**src/sv/nmea_fix_log_filter_top_defines.svh**
```systemverilog
// Assertion macros shared by the filter RTL.
`ifndef NMEA_FIX_LOG_FILTER_TOP_DEFINES_SVH
`define NMEA_FIX_LOG_FILTER_TOP_DEFINES_SVH

// Same-cycle implication, disabled while reset is low.
`define NFLF_ASSERT_IMP(lbl, clk, rst_n, ante, cons) \
    lbl: assert property (@(posedge clk) disable iff (!(rst_n)) (ante) |-> (cons)) \
        else $error("nflf: same-cycle check failed");

// Next-cycle implication, disabled while reset is low.
`define NFLF_ASSERT_NXT(lbl, clk, rst_n, ante, cons) \
    lbl: assert property (@(posedge clk) disable iff (!(rst_n)) (ante) |=> (cons)) \
        else $error("nflf: next-cycle check failed");

`endif

```
**src/sv/nflf_pkg.sv**
```systemverilog
`default_nettype none
package nflf_pkg;

    localparam logic [7:0] CH_DOLLAR = 8'h24;
    localparam logic [7:0] CH_NL     = 8'h0A;
    localparam logic [7:0] CH_SPACE  = 8'h20;
    localparam logic [7:0] CH_COMMA  = 8'h2C;
    localparam logic [7:0] CH_A      = 8'h41;
    localparam logic [7:0] CH_ZERO   = 8'h30;
    localparam logic [7:0] CH_NINE   = 8'h39;
    localparam logic [7:0] CH_G      = 8'h47;
    localparam logic [7:0] CH_P      = 8'h50;
    localparam logic [7:0] CH_N      = 8'h4E;
    localparam logic [7:0] CH_R      = 8'h52;
    localparam logic [7:0] CH_M      = 8'h4D;
    localparam logic [7:0] CH_C      = 8'h43;

    localparam logic [2:0] KIND_OTHER = 3'd0;
    localparam logic [2:0] KIND_GPRMC = 3'd1;
    localparam logic [2:0] KIND_GNRMC = 3'd2;
    localparam logic [2:0] KIND_GPGGA = 3'd3;
    localparam logic [2:0] KIND_GNGGA = 3'd4;

    localparam logic RES_LINE = 1'b0;
    localparam logic RES_WAKE = 1'b1;

    localparam logic CFG_FLUSH_EVERY = 1'b0;
    localparam logic CFG_WAKE_LIMIT  = 1'b1;

    localparam logic [7:0]  SYNC_RESET = 8'd90;
    localparam logic [15:0] WAKE_RESET = 16'd5000;

    localparam int LEN_W   = 10;
    localparam int PAIR_W  = 7;
    localparam int NDIGITS = 6;

    typedef struct packed {
        logic              result_kind;
        logic [2:0]        sentence_kind;
        logic [LEN_W-1:0]  line_length;
        logic              log_line;
        logic              fix_acquired;
        logic              flush_due;
        logic [PAIR_W-1:0] hour;
        logic [PAIR_W-1:0] minute;
        logic [PAIR_W-1:0] second;
        logic [PAIR_W-1:0] day;
        logic [PAIR_W-1:0] month;
        logic [PAIR_W-1:0] year;
    } t_result;

    // Candidate mask (bit k = header k) kept by a byte at header position 1..5.
    function automatic logic [3:0] hdr_match(input logic [2:0] pos, input logic [7:0] b);
        logic [3:0] m;
        m = 4'h0;
        unique case (pos)
            3'd1: m = (b == CH_G) ? 4'hF : 4'h0;
            3'd2: m = {b == CH_N, b == CH_P, b == CH_N, b == CH_P};
            3'd3: m = {b == CH_G, b == CH_G, b == CH_R, b == CH_R};
            3'd4: m = {b == CH_G, b == CH_G, b == CH_M, b == CH_M};
            3'd5: m = {b == CH_A, b == CH_A, b == CH_C, b == CH_C};
            default: m = 4'hF;
        endcase
        return m;
    endfunction

    function automatic logic is_digit(input logic [7:0] b);
        return (b >= CH_ZERO) && (b <= CH_NINE);
    endfunction

    function automatic logic [PAIR_W-1:0] pair_val(input logic ok_hi, input logic [3:0] hi,
                                                  input logic ok_lo, input logic [3:0] lo);
        logic [PAIR_W-1:0] v;
        v = PAIR_W'({hi, 3'b000}) + PAIR_W'({hi, 1'b0}) + PAIR_W'(lo);
        return (ok_hi && ok_lo) ? v : '0;
    endfunction

endpackage
`default_nettype wire

```
**src/sv/nmea_fix_log_filter_top.sv**
```systemverilog
// A result reaches the output register in the cycle after its item is accepted.
// Throughput: one item per cycle; the input is taken while the output register is empty
// or being drained in the same cycle.
// Reset (i_rst_n low, synchronous): hunting for '$', standby mode, counters cleared,
// flush interval 90, wake limit 5000, output register empty.
`default_nettype none
`include "nmea_fix_log_filter_top_defines.svh"
module nmea_fix_log_filter_top
    import nflf_pkg::*;
#(
    parameter int MAX_LINE = 512
) (
    input  wire logic                i_clk,
    input  wire logic                i_rst_n,
    input  wire logic                i_cfg_we,
    input  wire logic                i_cfg_index,
    input  wire logic [15:0]         i_cfg_data,
    input  wire logic                i_in_valid,
    output logic                     o_in_ready,
    input  wire logic                i_action,
    input  wire logic [7:0]          i_rx_byte,
    output logic                     o_out_valid,
    input  wire logic                i_out_ready,
    output logic                     o_result_kind,
    output logic [2:0]               o_sentence_kind,
    output logic [LEN_W-1:0]         o_line_length,
    output logic                     o_log_line,
    output logic                     o_fix_acquired,
    output logic                     o_flush_due,
    output logic [PAIR_W-1:0]        o_hour,
    output logic [PAIR_W-1:0]        o_minute,
    output logic [PAIR_W-1:0]        o_second,
    output logic [PAIR_W-1:0]        o_day,
    output logic [PAIR_W-1:0]        o_month,
    output logic [PAIR_W-1:0]        o_year
);

    localparam int CW = $clog2(MAX_LINE + 1);

    logic [7:0]            r_sync;
    logic [15:0]           r_wake;
    logic                  r_in_line,   n_in_line;
    logic [CW-1:0]         r_byte_cnt,  n_byte_cnt;
    logic [3:0]            r_hdr,       n_hdr;
    logic [3:0]            r_comma,     n_comma;
    logic                  r_closed,    n_closed;
    logic [7:0]            r_status,    n_status;
    logic [7:0]            r_fix,       n_fix;
    logic [NDIGITS-1:0]    r_time_ok,   n_time_ok;
    logic [NDIGITS-1:0][3:0] r_time_val, n_time_val;
    logic [2:0]            r_time_fill, n_time_fill;
    logic                  r_time_on,   n_time_on;
    logic [NDIGITS-1:0]    r_date_ok,   n_date_ok;
    logic [NDIGITS-1:0][3:0] r_date_val, n_date_val;
    logic [2:0]            r_date_fill, n_date_fill;
    logic                  r_date_on,   n_date_on;
    logic                  r_after,     n_after;
    logic                  r_logging,   n_logging;
    logic [7:0]            r_flush_cnt, n_flush_cnt;
    logic [15:0]           r_idle,      n_idle;
    logic                  r_out_valid;
    t_result               r_out,       n_out;
    logic                  n_res;
    logic                  in_acc;

    assign o_in_ready = !r_out_valid || i_out_ready;
    assign in_acc     = i_in_valid && o_in_ready;

    always_comb begin
        logic [CW-1:0] pos;
        logic [7:0]    b;
        logic [8:0]    cnt_inc;
        logic          is_rmc;
        logic          is_gga;
        pos         = '0;
        b           = i_rx_byte;
        cnt_inc     = '0;
        is_rmc      = 1'b0;
        is_gga      = 1'b0;
        n_in_line   = r_in_line;
        n_byte_cnt  = r_byte_cnt;
        n_hdr       = r_hdr;
        n_comma     = r_comma;
        n_closed    = r_closed;
        n_status    = r_status;
        n_fix       = r_fix;
        n_time_ok   = r_time_ok;
        n_time_val  = r_time_val;
        n_time_fill = r_time_fill;
        n_time_on   = r_time_on;
        n_date_ok   = r_date_ok;
        n_date_val  = r_date_val;
        n_date_fill = r_date_fill;
        n_date_on   = r_date_on;
        n_after     = r_after;
        n_logging   = r_logging;
        n_flush_cnt = r_flush_cnt;
        n_idle      = r_idle;
        n_res       = 1'b0;
        n_out       = '0;
        if (in_acc) begin
            if (i_action) begin
                if (r_idle > r_wake) begin
                    n_res             = 1'b1;
                    n_out.result_kind = RES_WAKE;
                    n_idle            = '0;
                end else if (r_idle != '1) begin
                    n_idle = r_idle + 16'd1;
                end
            end else if (b != 8'h00 && (r_in_line || b == CH_DOLLAR)) begin
                if (!r_in_line) begin
                    n_in_line   = 1'b1;
                    n_byte_cnt  = '0;
                    n_hdr       = 4'hF;
                    n_comma     = '0;
                    n_closed    = 1'b0;
                    n_status    = '0;
                    n_fix       = '0;
                    n_time_ok   = '0;
                    n_time_fill = '0;
                    n_time_on   = 1'b0;
                    n_date_ok   = '0;
                    n_date_fill = '0;
                    n_date_on   = 1'b0;
                    n_after     = 1'b0;
                end
                pos        = n_byte_cnt;
                n_byte_cnt = n_byte_cnt + CW'(1);
                if (pos >= CW'(1) && pos <= CW'(5)) begin
                    n_hdr = n_hdr & hdr_match(pos[2:0], b);
                end
                if (n_time_on && n_time_fill < 3'(NDIGITS)) begin
                    n_time_ok[n_time_fill]  = is_digit(b);
                    n_time_val[n_time_fill] = 4'(b - CH_ZERO);
                    n_time_fill             = n_time_fill + 3'd1;
                end
                if (n_date_on && n_date_fill < 3'(NDIGITS)) begin
                    n_date_ok[n_date_fill]  = is_digit(b);
                    n_date_val[n_date_fill] = 4'(b - CH_ZERO);
                    n_date_fill             = n_date_fill + 3'd1;
                end
                if (n_after) begin
                    if (n_comma == 4'd2) begin
                        n_status = b;
                    end else if (n_comma == 4'd6) begin
                        n_fix = b;
                    end
                    n_after = 1'b0;
                end
                if (b <= CH_SPACE) begin
                    n_closed = 1'b1;
                end else if (b == CH_COMMA && !n_closed) begin
                    if (n_comma != 4'hF) begin
                        n_comma = n_comma + 4'd1;
                    end
                    n_after = 1'b1;
                    if (n_comma == 4'd1) begin
                        n_time_on = 1'b1;
                    end
                    if (n_comma == 4'd9) begin
                        n_date_on = 1'b1;
                    end
                end
                if (b == CH_NL) begin
                    if (n_byte_cnt >= CW'(6)) begin
                        priority if (n_hdr[0]) n_out.sentence_kind = KIND_GPRMC;
                        else if (n_hdr[1])     n_out.sentence_kind = KIND_GNRMC;
                        else if (n_hdr[2])     n_out.sentence_kind = KIND_GPGGA;
                        else if (n_hdr[3])     n_out.sentence_kind = KIND_GNGGA;
                        else                   n_out.sentence_kind = KIND_OTHER;
                    end
                    is_rmc = (n_out.sentence_kind == KIND_GPRMC)
                          || (n_out.sentence_kind == KIND_GNRMC);
                    is_gga = (n_out.sentence_kind == KIND_GPGGA)
                          || (n_out.sentence_kind == KIND_GNGGA);
                    if (!r_logging) begin
                        if (is_rmc && n_status == CH_A) begin
                            n_logging          = 1'b1;
                            n_out.fix_acquired = 1'b1;
                        end
                    end else begin
                        n_out.log_line = (is_rmc && n_status == CH_A)
                                      || (is_gga && n_fix != 8'h00 && n_fix != CH_ZERO);
                        cnt_inc = {1'b0, r_flush_cnt} + 9'd1;
                        if (cnt_inc > {1'b0, r_sync}) begin
                            n_out.flush_due = 1'b1;
                            n_flush_cnt     = '0;
                        end else begin
                            n_flush_cnt = cnt_inc[7:0];
                        end
                    end
                    n_out.result_kind = RES_LINE;
                    n_out.line_length = LEN_W'(n_byte_cnt);
                    if (is_rmc) begin
                        n_out.hour   = pair_val(n_time_ok[0], n_time_val[0],
                                                n_time_ok[1], n_time_val[1]);
                        n_out.minute = pair_val(n_time_ok[2], n_time_val[2],
                                                n_time_ok[3], n_time_val[3]);
                        n_out.second = pair_val(n_time_ok[4], n_time_val[4],
                                                n_time_ok[5], n_time_val[5]);
                        n_out.day    = pair_val(n_date_ok[0], n_date_val[0],
                                                n_date_ok[1], n_date_val[1]);
                        n_out.month  = pair_val(n_date_ok[2], n_date_val[2],
                                                n_date_ok[3], n_date_val[3]);
                        n_out.year   = pair_val(n_date_ok[4], n_date_val[4],
                                                n_date_ok[5], n_date_val[5]);
                    end
                    n_idle    = '0;
                    n_in_line = 1'b0;
                    n_res     = 1'b1;
                end else if (n_byte_cnt >= CW'(MAX_LINE)) begin
                    // drop an overrun line
                    n_in_line = 1'b0;
                end
            end
        end
    end

    always_ff @(posedge i_clk) begin
        if (!i_rst_n) begin
            r_sync      <= SYNC_RESET;
            r_wake      <= WAKE_RESET;
            r_in_line   <= 1'b0;
            r_byte_cnt  <= '0;
            r_hdr       <= '0;
            r_comma     <= '0;
            r_closed    <= 1'b0;
            r_status    <= '0;
            r_fix       <= '0;
            r_time_ok   <= '0;
            r_time_fill <= '0;
            r_time_on   <= 1'b0;
            r_date_ok   <= '0;
            r_date_fill <= '0;
            r_date_on   <= 1'b0;
            r_after     <= 1'b0;
            r_logging   <= 1'b0;
            r_flush_cnt <= '0;
            r_idle      <= '0;
            r_out_valid <= 1'b0;
        end else begin
            if (i_cfg_we) begin
                unique case (i_cfg_index)
                    CFG_FLUSH_EVERY: r_sync <= i_cfg_data[7:0];
                    CFG_WAKE_LIMIT:  r_wake <= i_cfg_data;
                endcase
            end
            r_in_line   <= n_in_line;
            r_byte_cnt  <= n_byte_cnt;
            r_hdr       <= n_hdr;
            r_comma     <= n_comma;
            r_closed    <= n_closed;
            r_status    <= n_status;
            r_fix       <= n_fix;
            r_time_ok   <= n_time_ok;
            r_time_fill <= n_time_fill;
            r_time_on   <= n_time_on;
            r_date_ok   <= n_date_ok;
            r_date_fill <= n_date_fill;
            r_date_on   <= n_date_on;
            r_after     <= n_after;
            r_logging   <= n_logging;
            r_flush_cnt <= n_flush_cnt;
            r_idle      <= n_idle;
            if (n_res) begin
                r_out_valid <= 1'b1;
            end else if (i_out_ready) begin
                r_out_valid <= 1'b0;
            end
        end
    end

    always_ff @(posedge i_clk) begin
        r_time_val <= n_time_val;
        r_date_val <= n_date_val;
        if (n_res) begin
            r_out <= n_out;
        end
    end

    assign o_out_valid     = r_out_valid;
    assign o_result_kind   = r_out.result_kind;
    assign o_sentence_kind = r_out.sentence_kind;
    assign o_line_length   = r_out.line_length;
    assign o_log_line      = r_out.log_line;
    assign o_fix_acquired  = r_out.fix_acquired;
    assign o_flush_due     = r_out.flush_due;
    assign o_hour          = r_out.hour;
    assign o_minute        = r_out.minute;
    assign o_second        = r_out.second;
    assign o_day           = r_out.day;
    assign o_month         = r_out.month;
    assign o_year          = r_out.year;

    `NFLF_ASSERT_IMP(a_no_accept_when_blocked, i_clk, i_rst_n,
        r_out_valid && !i_out_ready, !o_in_ready)
    `NFLF_ASSERT_IMP(a_wake_fields_clear, i_clk, i_rst_n,
        r_out_valid && r_out.result_kind == RES_WAKE,
        r_out.sentence_kind == KIND_OTHER && r_out.line_length == '0
            && !r_out.log_line && !r_out.flush_due)
    `NFLF_ASSERT_IMP(a_flush_only_logging, i_clk, i_rst_n,
        r_out_valid && r_out.flush_due, r_logging && !r_out.fix_acquired)
    `NFLF_ASSERT_IMP(a_line_within_limit, i_clk, i_rst_n,
        r_in_line, r_byte_cnt < CW'(MAX_LINE))
    `NFLF_ASSERT_NXT(a_acquire_sets_logging, i_clk, i_rst_n,
        n_res && n_out.fix_acquired, r_logging)

endmodule
`default_nettype wire
```
**config.mk**
```make
export PLATFORM = sky130hd
export DESIGN_NAME = nmea_fix_log_filter_top
export DESIGN_NICKNAME = d
export VERILOG_FILES = /design/src/sv/nflf_pkg.sv /design/src/sv/nmea_fix_log_filter_top.sv
export VERILOG_INCLUDE_DIRS = /design/src /design/src/sv
export SDC_FILE = /design/constraint.sdc
export NUM_CORES = 1
export LEC_CHECK = 0
export BUFFER_PORTS_ARGS = -buffer_cell sky130_fd_sc_hd__buf_2
export CORE_MARGIN = 3
export CORE_UTILIZATION = 35
export CTS_CLUSTER_SIZE = 8
export DETAILED_ROUTE_END_ITERATION = 16
export GPL_ROUTABILITY_DRIVEN = 0
export PLACE_DENSITY_LB_ADDON = 0.15
export SETUP_SLACK_MARGIN = 0.5
export SLEW_MARGIN = 40
export SYNTH_ARGS = -nofsm -noshare
export SYNTH_HDL_FRONTEND = slang
export SYNTH_SLANG_ARGS = --single-unit
```
**constraint.sdc**
```tcl
create_clock -name i_clk -period 11.85 [get_ports i_clk]
set_clock_uncertainty 0.15 [all_clocks]
set_input_delay 1.7775 -clock i_clk [delete_from_list [all_inputs] [get_ports i_clk]]
set_output_delay 1.7775 -clock i_clk [all_outputs]
set_load 0.1 [all_outputs]
```
==> summary.txt, run 1 <==
Outcome
  – Status: completed

Synth
  – YS warnings: 0
  – Ys flop type: edfxtp_1
  – Post-Syn Instances: 1,163
  – Syn avg cell area: 9.968 um2
  – Sequential share of the synthesized area: a little under half
  – Yosys reg bits: 214
  – FFs w/ async S/R, synth: 0%
  – Synthesized area: 0.01159 mm2
  – Syn Nets: roughly 1,300
  – Unique masters post-synth: 79
  – EDFF count, synth: 107

Clock network
  – CTS Sinks: 214
  – TritonCTS buffer count: 30
  – Clk root buf: clkbuf_16
  – H-tree depth: 1
  – Clock slew at reported path FFs: 0.05 ns
  – Post-CTS resize count: 0
  – CTS max path bufs: 3
  – CTS hold repair buffers: 0
  – CTS tree: done
  – Worst-Skew Late Latency: around 0.56 ns
  – Post-CTS Setup Bufs: 0

GRT
  – All-layer global routing usage: between 10% and 20%
  – First-pass GRT wire length: 45,020 um
  – Most Crowded Layer GR: met2
  – Met3 Resource Use GR: 2.262%
  – Largest net degree at the start of global routing: 83
  – Vias in the first global route: 8,508
  – GR Util met2: approximately a quarter
  – Total grt overflow: 0
  – Initial antenna violation count: 0
  – GR Util met1: 21.13%

Power and ir drop
  – PwrDens: 122.2 mW/mm2
  – Total power: 1.626 mW
  – NetSw: 363.8 uW
  – Clk pwr share: 49.2%
  – Pint: 1.263 mW
  – Sequential share of power: 47.9%
  – Worst IR Drop VDD: 0.1027 mV
  – Combinational Power Share: 3.0%
  – Static Leak: 5.296 nW
  – Switching part of the total power: 22.36%

Place
  – Post-DP HPWL: 18,120 um
  – Port-buffer cells: 91

Floorplanning
  – I/O pins: 92
  – Core area: 0.03262 mm2
  – Die height: 188.0 um
  – Row cnt: 66
  – Die area: roughly 0.035 mm2
  – Starting density of the core: 35.54%
  – Die Span X: 188.0 um

Critical path
  – R2R Path Start: r_in_line
  – Critical Path Fanout Max: 42
  – Flop2flop setup slack: 7.18 ns
  – Startpoint Class: primary input
  – Reg2reg path depth: 12
  – Critical path class: primary input to register
  – Crit Reg-Reg Endpoint: o_day[6]
  – Critical Path AT: between 4 and 5 ns
  – Required time worst endpoint: 11.89 ns
  – Crit. End Element: register

Detailed routing
  – DR pass1 iterations: 7
  – Post-route antenna net violation count: 0
  – Post-Route WL: 27,300 um
  – Starting DRC count in detailed routing: 434
  – DR WL/cell: about 16 um
  – Via count: between 8,000 and 9,000
  – Via density: roughly 5.1
  – Residual DRC: 0

STA
  – Setup violators final: 0
  – Max Freq: 206.1 MHz
  – Final hold violations: 0
  – Slew HR: between 40% and 50%
  – Total negative slack: 0 ns
  – Final Cycle Share: 40.95%
  – Least-Margin Pin Slew: 0.7799 ns
  – Post-layout minimum cycle time: between 4 and 5 ns
  – RSZ-0062 raised after global routing: false
  – Pins Over Slew Limit: 0
  – Hold slack final: 0.3067 ns

Worst hold path
  – Hold Crit Depth: 2
  – Hold_sp: r_wake[15]
  – Hold Path Sink: r_wake[15]
  – HP Class: register to register

Final layout
  – # diodes: 0
  – P&R area growth vs syn: 14.80%
  – Final nets: 1,359
  – Fraction of layout instances using a drive strength above 1: around 16%

Flow run
  – Max-Cap Viols: 0
## worst max path at each step
stage                       from            end  slack, ns  cells past startpoint
finish              i_rx_byte[2]    o_flush_due       7.00                      9
CTS                 i_rx_byte[2]    o_flush_due       6.95                      9
floorplan            i_out_ready  r_date_val[0]       6.28                      6
global route        i_rx_byte[2]    o_flush_due       6.73                      9
detailed placement  i_rx_byte[2]    o_flush_due       6.37                      9
global placement    i_rx_byte[2]    o_flush_due       6.46                      9
## power groups by stage
| stage | registers (mW) | clock network (mW) | logic, mW |
|---|---|---|---|
| floorplan | 0.793 | 0 | 0.0314 |
| global placement | 0.794 | 0 | 0.0488 |
| detailed placement | 0.794 | 0 | 0.0492 |
| CTS | 0.778 | 0.826 | 0.0493 |
| global route | 0.779 | 0.856 | 0.0547 |
| finish | 0.779 | 0.800 | 0.0480 |
## logic make-up (layout without fill, tap and decap cells)
| family | after synthesis | count (layout) | synth area share [%] |
|---|---|---|---|
| compound gates | 230 | 230 | 12.80 |
| xor+xnor | 44 | 44 | 3.324 |
| fa+ha+maj | 89 | 89 | 10.38 |
| buf+inv | 118 | 215 | 4.004 |
| flops | 214 | 214 | 46.20 |
| mux | 52 | 52 | 5.008 |
| simple gates | 416 | 416 | 18.28 |
## layout by cell type (no fill, tap or decap), drive strengths merged, types with 11 or more instances in the layout
master  instances
nor2          128
nand2         125
edfxtp        107
dfxtp         107
buf            99
a21oi          84
ha             77
inv            61
clkbuf         52
mux2           48
o21ai          37
nand3          35
xor2           25
nor2b          23
a22oi          20
xnor2          19
a21o           14
and2           13
nor3           13
fa             12
o211ai         11
## state kept, by name, indices dropped and copies added, names as in the netlist, 6 cells and up
signal	count
r_sync	8
r_wake	16
r_time_val	24
o_second	7
r_fix	8
r_time_ok	6
r_date_ok	6
r_byte_cnt	10
r_flush_cnt	8
o_line_length	10
r_date_val	24
r_idle	16
o_month	7
o_year	7
o_day	7
o_hour	7
r_status	8
o_minute	7
## cells in the mapped netlist, types with 6 or more instances
cell type / count / area (um2)
or3_1: 9 / 56.30
xnor2_1: 19 / 166.4
o21a_1: 6 / 45.04
nor3_1: 12 / 60.06
edfxtp_1: 107 / 3213
ha_1: 77 / 963.4
o211ai_1: 11 / 82.58
fa_1: 12 / 240.2
nand2_1: 124 / 465.5
a211oi_1: 8 / 60.06
o21ai_0: 36 / 180.2
a22oi_1: 20 / 150.1
and2_1: 12 / 75.07
mux2_2: 48 / 540.5
nor2b_1: 23 / 143.9
a21o_1: 14 / 105.1
xor2_1: 25 / 219.0
a31oi_1: 6 / 37.54
dfxtp_1: 107 / 2142
or4_1: 10 / 75.07
nand3_1: 29 / 145.1
nand3_4: 6 / 105.1
a21oi_1: 84 / 420.4
nand4_1: 7 / 43.79
nor2_1: 127 / 476.7
and3_1: 7 / 43.79
nor4_1: 7 / 43.79
clkbuf_1: 48 / 180.2
inv_1: 60 / 225.2
## critical path: stages
cell     delay (ns)
buf_2          0.42
nor4b_2        0.29
a31oi_1        0.15
or4_1          0.58
buf_4          0.33
nor2_4         0.19
a21oi_1        0.09
inv_2          0.48
buf_4          0.53
## stage by stage
stage	worst slack [ns]	utilization [%]	cell area, um2	cells
after floorplan	6.283	-	11590	1163
after global placement	6.461	38.14	12440	1649
after detailed placement	6.372	38.15	12440	1649
after CTS	6.949	40.80	13310	1702
after global routing	6.732	40.80	13310	1702
final	6.998	40.80	13310	1702
## metal layers
metal  up-vias  share of wire, %  routed length (um)
li1       4326                 -                   -
met4         0               2.1                 569
met1      4100                48               13190
met2       154                46               12430
met5         -                 0                   0
met3        44               4.0                1100
## final cells by class
type | instances | area, um2
clock inverters | 1 | 30.03
well taps | 442 | 553.0
repair buffers | 99 | 519.2
clock buffers | 52 | 833.3
fillers | 3202 | 19310
inverters | 63 | 237.7
flip-flops and latches | 214 | 5355
multi-input cells | 831 | 5779
Power figures use the tool's default switching activity.
==> run 2: changes to the inputs <==
--- a/config.mk
+++ b/config.mk
@@ -6,6 +6,7 @@
 export SDC_FILE = /design/constraint.sdc
 export NUM_CORES = 1
 export LEC_CHECK = 0
+export ABC_AREA = 1
 export BUFFER_PORTS_ARGS = -buffer_cell sky130_fd_sc_hd__buf_2
 export CORE_MARGIN = 3
 export CORE_UTILIZATION = 35
==> constraint.sdc (replaced) <==
create_clock -name i_clk -period 4.6 [get_ports i_clk]
set_clock_uncertainty 0.15 [all_clocks]
set_input_delay 0.69 -clock i_clk [delete_from_list [all_inputs] [get_ports i_clk]]
set_output_delay 0.69 -clock i_clk [all_outputs]
set_load 0.1 [all_outputs]
==> run 2 against run 1 <==
Compared with the run above: sequential power rose to 2.6 times the previous value; critical path type is now register to register; total power rose to 2.6 times the previous value; first-iteration DRC count rose by 12%; design area increased by 3.4%; clock power grew to 2.6 times the previous value; sequential share of layout area fell by 1.3 points; flip-flop and latch count stayed put; largest cell class unchanged; wire length rose by 5.9%; synthesized area grew 3.9%; highest routed layer unchanged.
==> summary.txt, run 2 <==
Final layout
  – Fillers: 3,517
  – Most common cell after layout, fill and taps aside: nand2_1
  – Most frequent cells in the layout: 296 x nand2_1, 148 x inv_1, 142 x nor2_1
  – # diodes: 0
  – Post-route insts no fill: 1,989
  – Biggest regs: r_date_val: 24 flops, r_time_val: 24 flops
  – P&R area growth vs syn: 14.29%
  – Fraction of layout instances using a drive strength above 1: 13.69%
  – Final nets: 1,642

Floorplanning
  – Core area: 0.03370 mm2
  – I/O pins: 92
  – Die Span X: 191.5 um
  – Die height: around 190 um
  – Die area: between 0.03 and 0.04 mm2
  – Starting density of the core: between 30% and 40%
  – Row cnt: 67

Clock network
  – TritonCTS buffer count: 30
  – Post-CTS Setup Bufs: 0
  – Clk root buf: clkbuf_16
  – CTS Sinks: 214
  – H-tree depth: 1
  – Post-CTS resize count: 0
  – Clock slew at reported path FFs: approximately 0.050 ns
  – CTS max path bufs: 3
  – CTS hold repair buffers: 0
  – Worst-Skew Late Latency: 0.56 ns
  – CTS tree: done

Critical path
  – Worst path slowest cell: dfxtp_2
  – Critical path class: register to register
  – Crit. End Element: register
  – Required time worst endpoint: 4.76 ns
  – Critical Path Fanout Max: 21
  – CP delay by family, top: adder cells
  – Worst path max stage delay: 0.63 ns
  – WP depth: 14
  – Critical Path AT: 3.97 ns
  – Startpoint Class: register
  – Flop2flop setup slack: 0.79 ns
  – Critical Path Sink: o_minute[6]
  – Buf/Inv on CP: 2
  – Crit path from: r_in_line
  – CP most frequent cell: nand2_1
  – Crit Reg-Reg Endpoint: o_minute[6]
  – Reg2reg path depth: 14
  – R2R Path Start: r_in_line
  – Crit-path cells: nand2_2, a21oi_4, nand2_1, nor3_1, inv_1, o21ai_0, fa_1, fa_1, nand2_1, nand2_1, a21oi_1, xnor2_1, inv_1, nor2_2

Detailed routing
  – Via density: between 4 and 5
  – Via count: roughly 9,600
  – Post-Route WL: 28,920 um
  – DR WL/cell: ~15 um
  – DR pass1 iterations: 4
  – Residual DRC: 0
  – Post-route antenna net violation count: 0
  – Starting DRC count in detailed routing: slightly below 500

Synth
  – Most common cell in the synthesized netlist: nand2_1
  – FFs w/ async S/R, synth: 0%
  – Post-synth top area cell: edfxtp_1
  – Synthesized area: 0.01204 mm2
  – EDFF count, synth: 107
  – Yosys reg bits: 214
  – Post-synth top area share: a little over a quarter
  – Ys flop type: edfxtp_1
  – YS warnings: 0
  – Post-Syn Instances: 1,433
  – Syn avg cell area: roughly 8.4 um2
  – Unique masters post-synth: 48
  – Syn Nets: 1,553
  – Top cells by area, synth: edfxtp_1 27%, dfxtp_1 18%, nand2_1 9.3%, ha_1 8.0%, o21ai_0 4.9%
  – Synth top cells by count: 297 x nand2_1, 149 x inv_1, 142 x nor2_1
  – Sequential share of the synthesized area: 44.48%

Power and ir drop
  – Total power: 4.184 mW
  – Worst IR Drop VDD: 0.2565 mV
  – PwrDens: 304.1 mW/mm2
  – Static Leak: 6.144 nW

GRT
  – Vias in the first global route: 9,324
  – Total grt overflow: 0
  – First-pass GRT wire length: 47,900 um
  – Largest net degree at the start of global routing: 53
  – Initial antenna violation count: 0
  – All-layer global routing usage: between 10% and 20%

STA
  – Final hold violations: 0
  – Least-Margin Pin Slew: slightly below 0.7 ns
  – Slew HR: 54.87%
  – Total negative slack: 0 ns
  – Post-layout minimum cycle time: 3.806 ns
  – Hold slack final: between 0.2 and 0.25 ns
  – Final Cycle Share: 82.75%
  – RSZ-0062 raised after global routing: false
  – Pins Over Slew Limit: 0
  – Setup violators final: 0
  – Max Freq: 262.7 MHz

Outcome
  – Status: completed

Place
  – Post-DP HPWL: 19,850 um
  – Placed cell count: 1,938
  – Port-buffer cells: 91

Worst hold path
  – HP Class: primary input to register

Flow run
  – Max-Cap Viols: 0
-- run 2: cell type report --
| cell class | count | area, um2 | area share [%] |
|---|---|---|---|
| clock inverter | 1 | 30.03 | 0.2182 |
| tap | 448 | 560.5 | 4.073 |
| multi-input combinational | 1016 | 5852 | 42.53 |
| clock buffer | 50 | 825.8 | 6.001 |
| sequential | 214 | 5356 | 38.93 |
| timing repair buffer | 100 | 523.0 | 3.801 |
| inverter | 160 | 613.1 | 4.455 |
-- run 2: routing by layer --
layer | vias up | global-route usage (%) | part of all wire [%]
met4 | 0 | 4.431 | 2.3
met3 | 45 | 2.256 | 3.2
met1 | 4418 | 21.04 | 47
met5 | - | 0 | 0
li1 | 4963 | - | -
met2 | 145 | 27.22 | 48
-- run 2: worst min-delay path: cells and delay by family --
family	cells	cell delay, ns
buffers and inverters	1	0.08
and+or+nand+nor	1	0.05
AOI/OAI and AO/OA	1	0.07
-- run 2: worst min path at each step --
stage	end	from	cells past startpoint
2_1_floorplan	r_hdr[3]	r_hdr[3]	2
5_1_grt	r_wake[9]	i_cfg_data[9]	3
3_3_place_gp	r_hdr[3]	r_hdr[3]	2
6_report	r_wake[9]	i_cfg_data[9]	3
4_1_cts	r_wake[9]	i_cfg_data[9]	3
3_5_place_dp	r_hdr[3]	r_hdr[3]	2
-- run 2: power by group --
part | internal, mW | switching, mW | leakage [nW]
combinational | 0.0376 | 0.0939 | 3.77
sequential | 2.00 | 0.00516 | 1.97
clock | 1.21 | 0.839 | 0.405
total | 3.25 | 0.938 | 6.14
-- run 2: kinds of logic after synthesis --
kind of cell / Yosys count / synth area share, %
DFF: 214 / 44.48
buffers and inverters: 203 / 6.942
and+or+nand+nor: 636 / 24.62
AOI/OAI and AO/OA: 254 / 11.21
xor gates and xnor gates: 37 / 2.754
adders and majority gates: 89 / 9.997
-- run 2: stage by stage --
step | area [um2] | util, % | setup WS (ns)
final | 13760 | 40.83 | 0.7937
after global routing | 13760 | 40.83 | 0.5059
after CTS | 13760 | 40.83 | 0.7779
after detailed placement | 12900 | 38.29 | 0.8124
after global placement | 12900 | 38.29 | 0.8342
after floorplan | 12050 | - | 0.6986
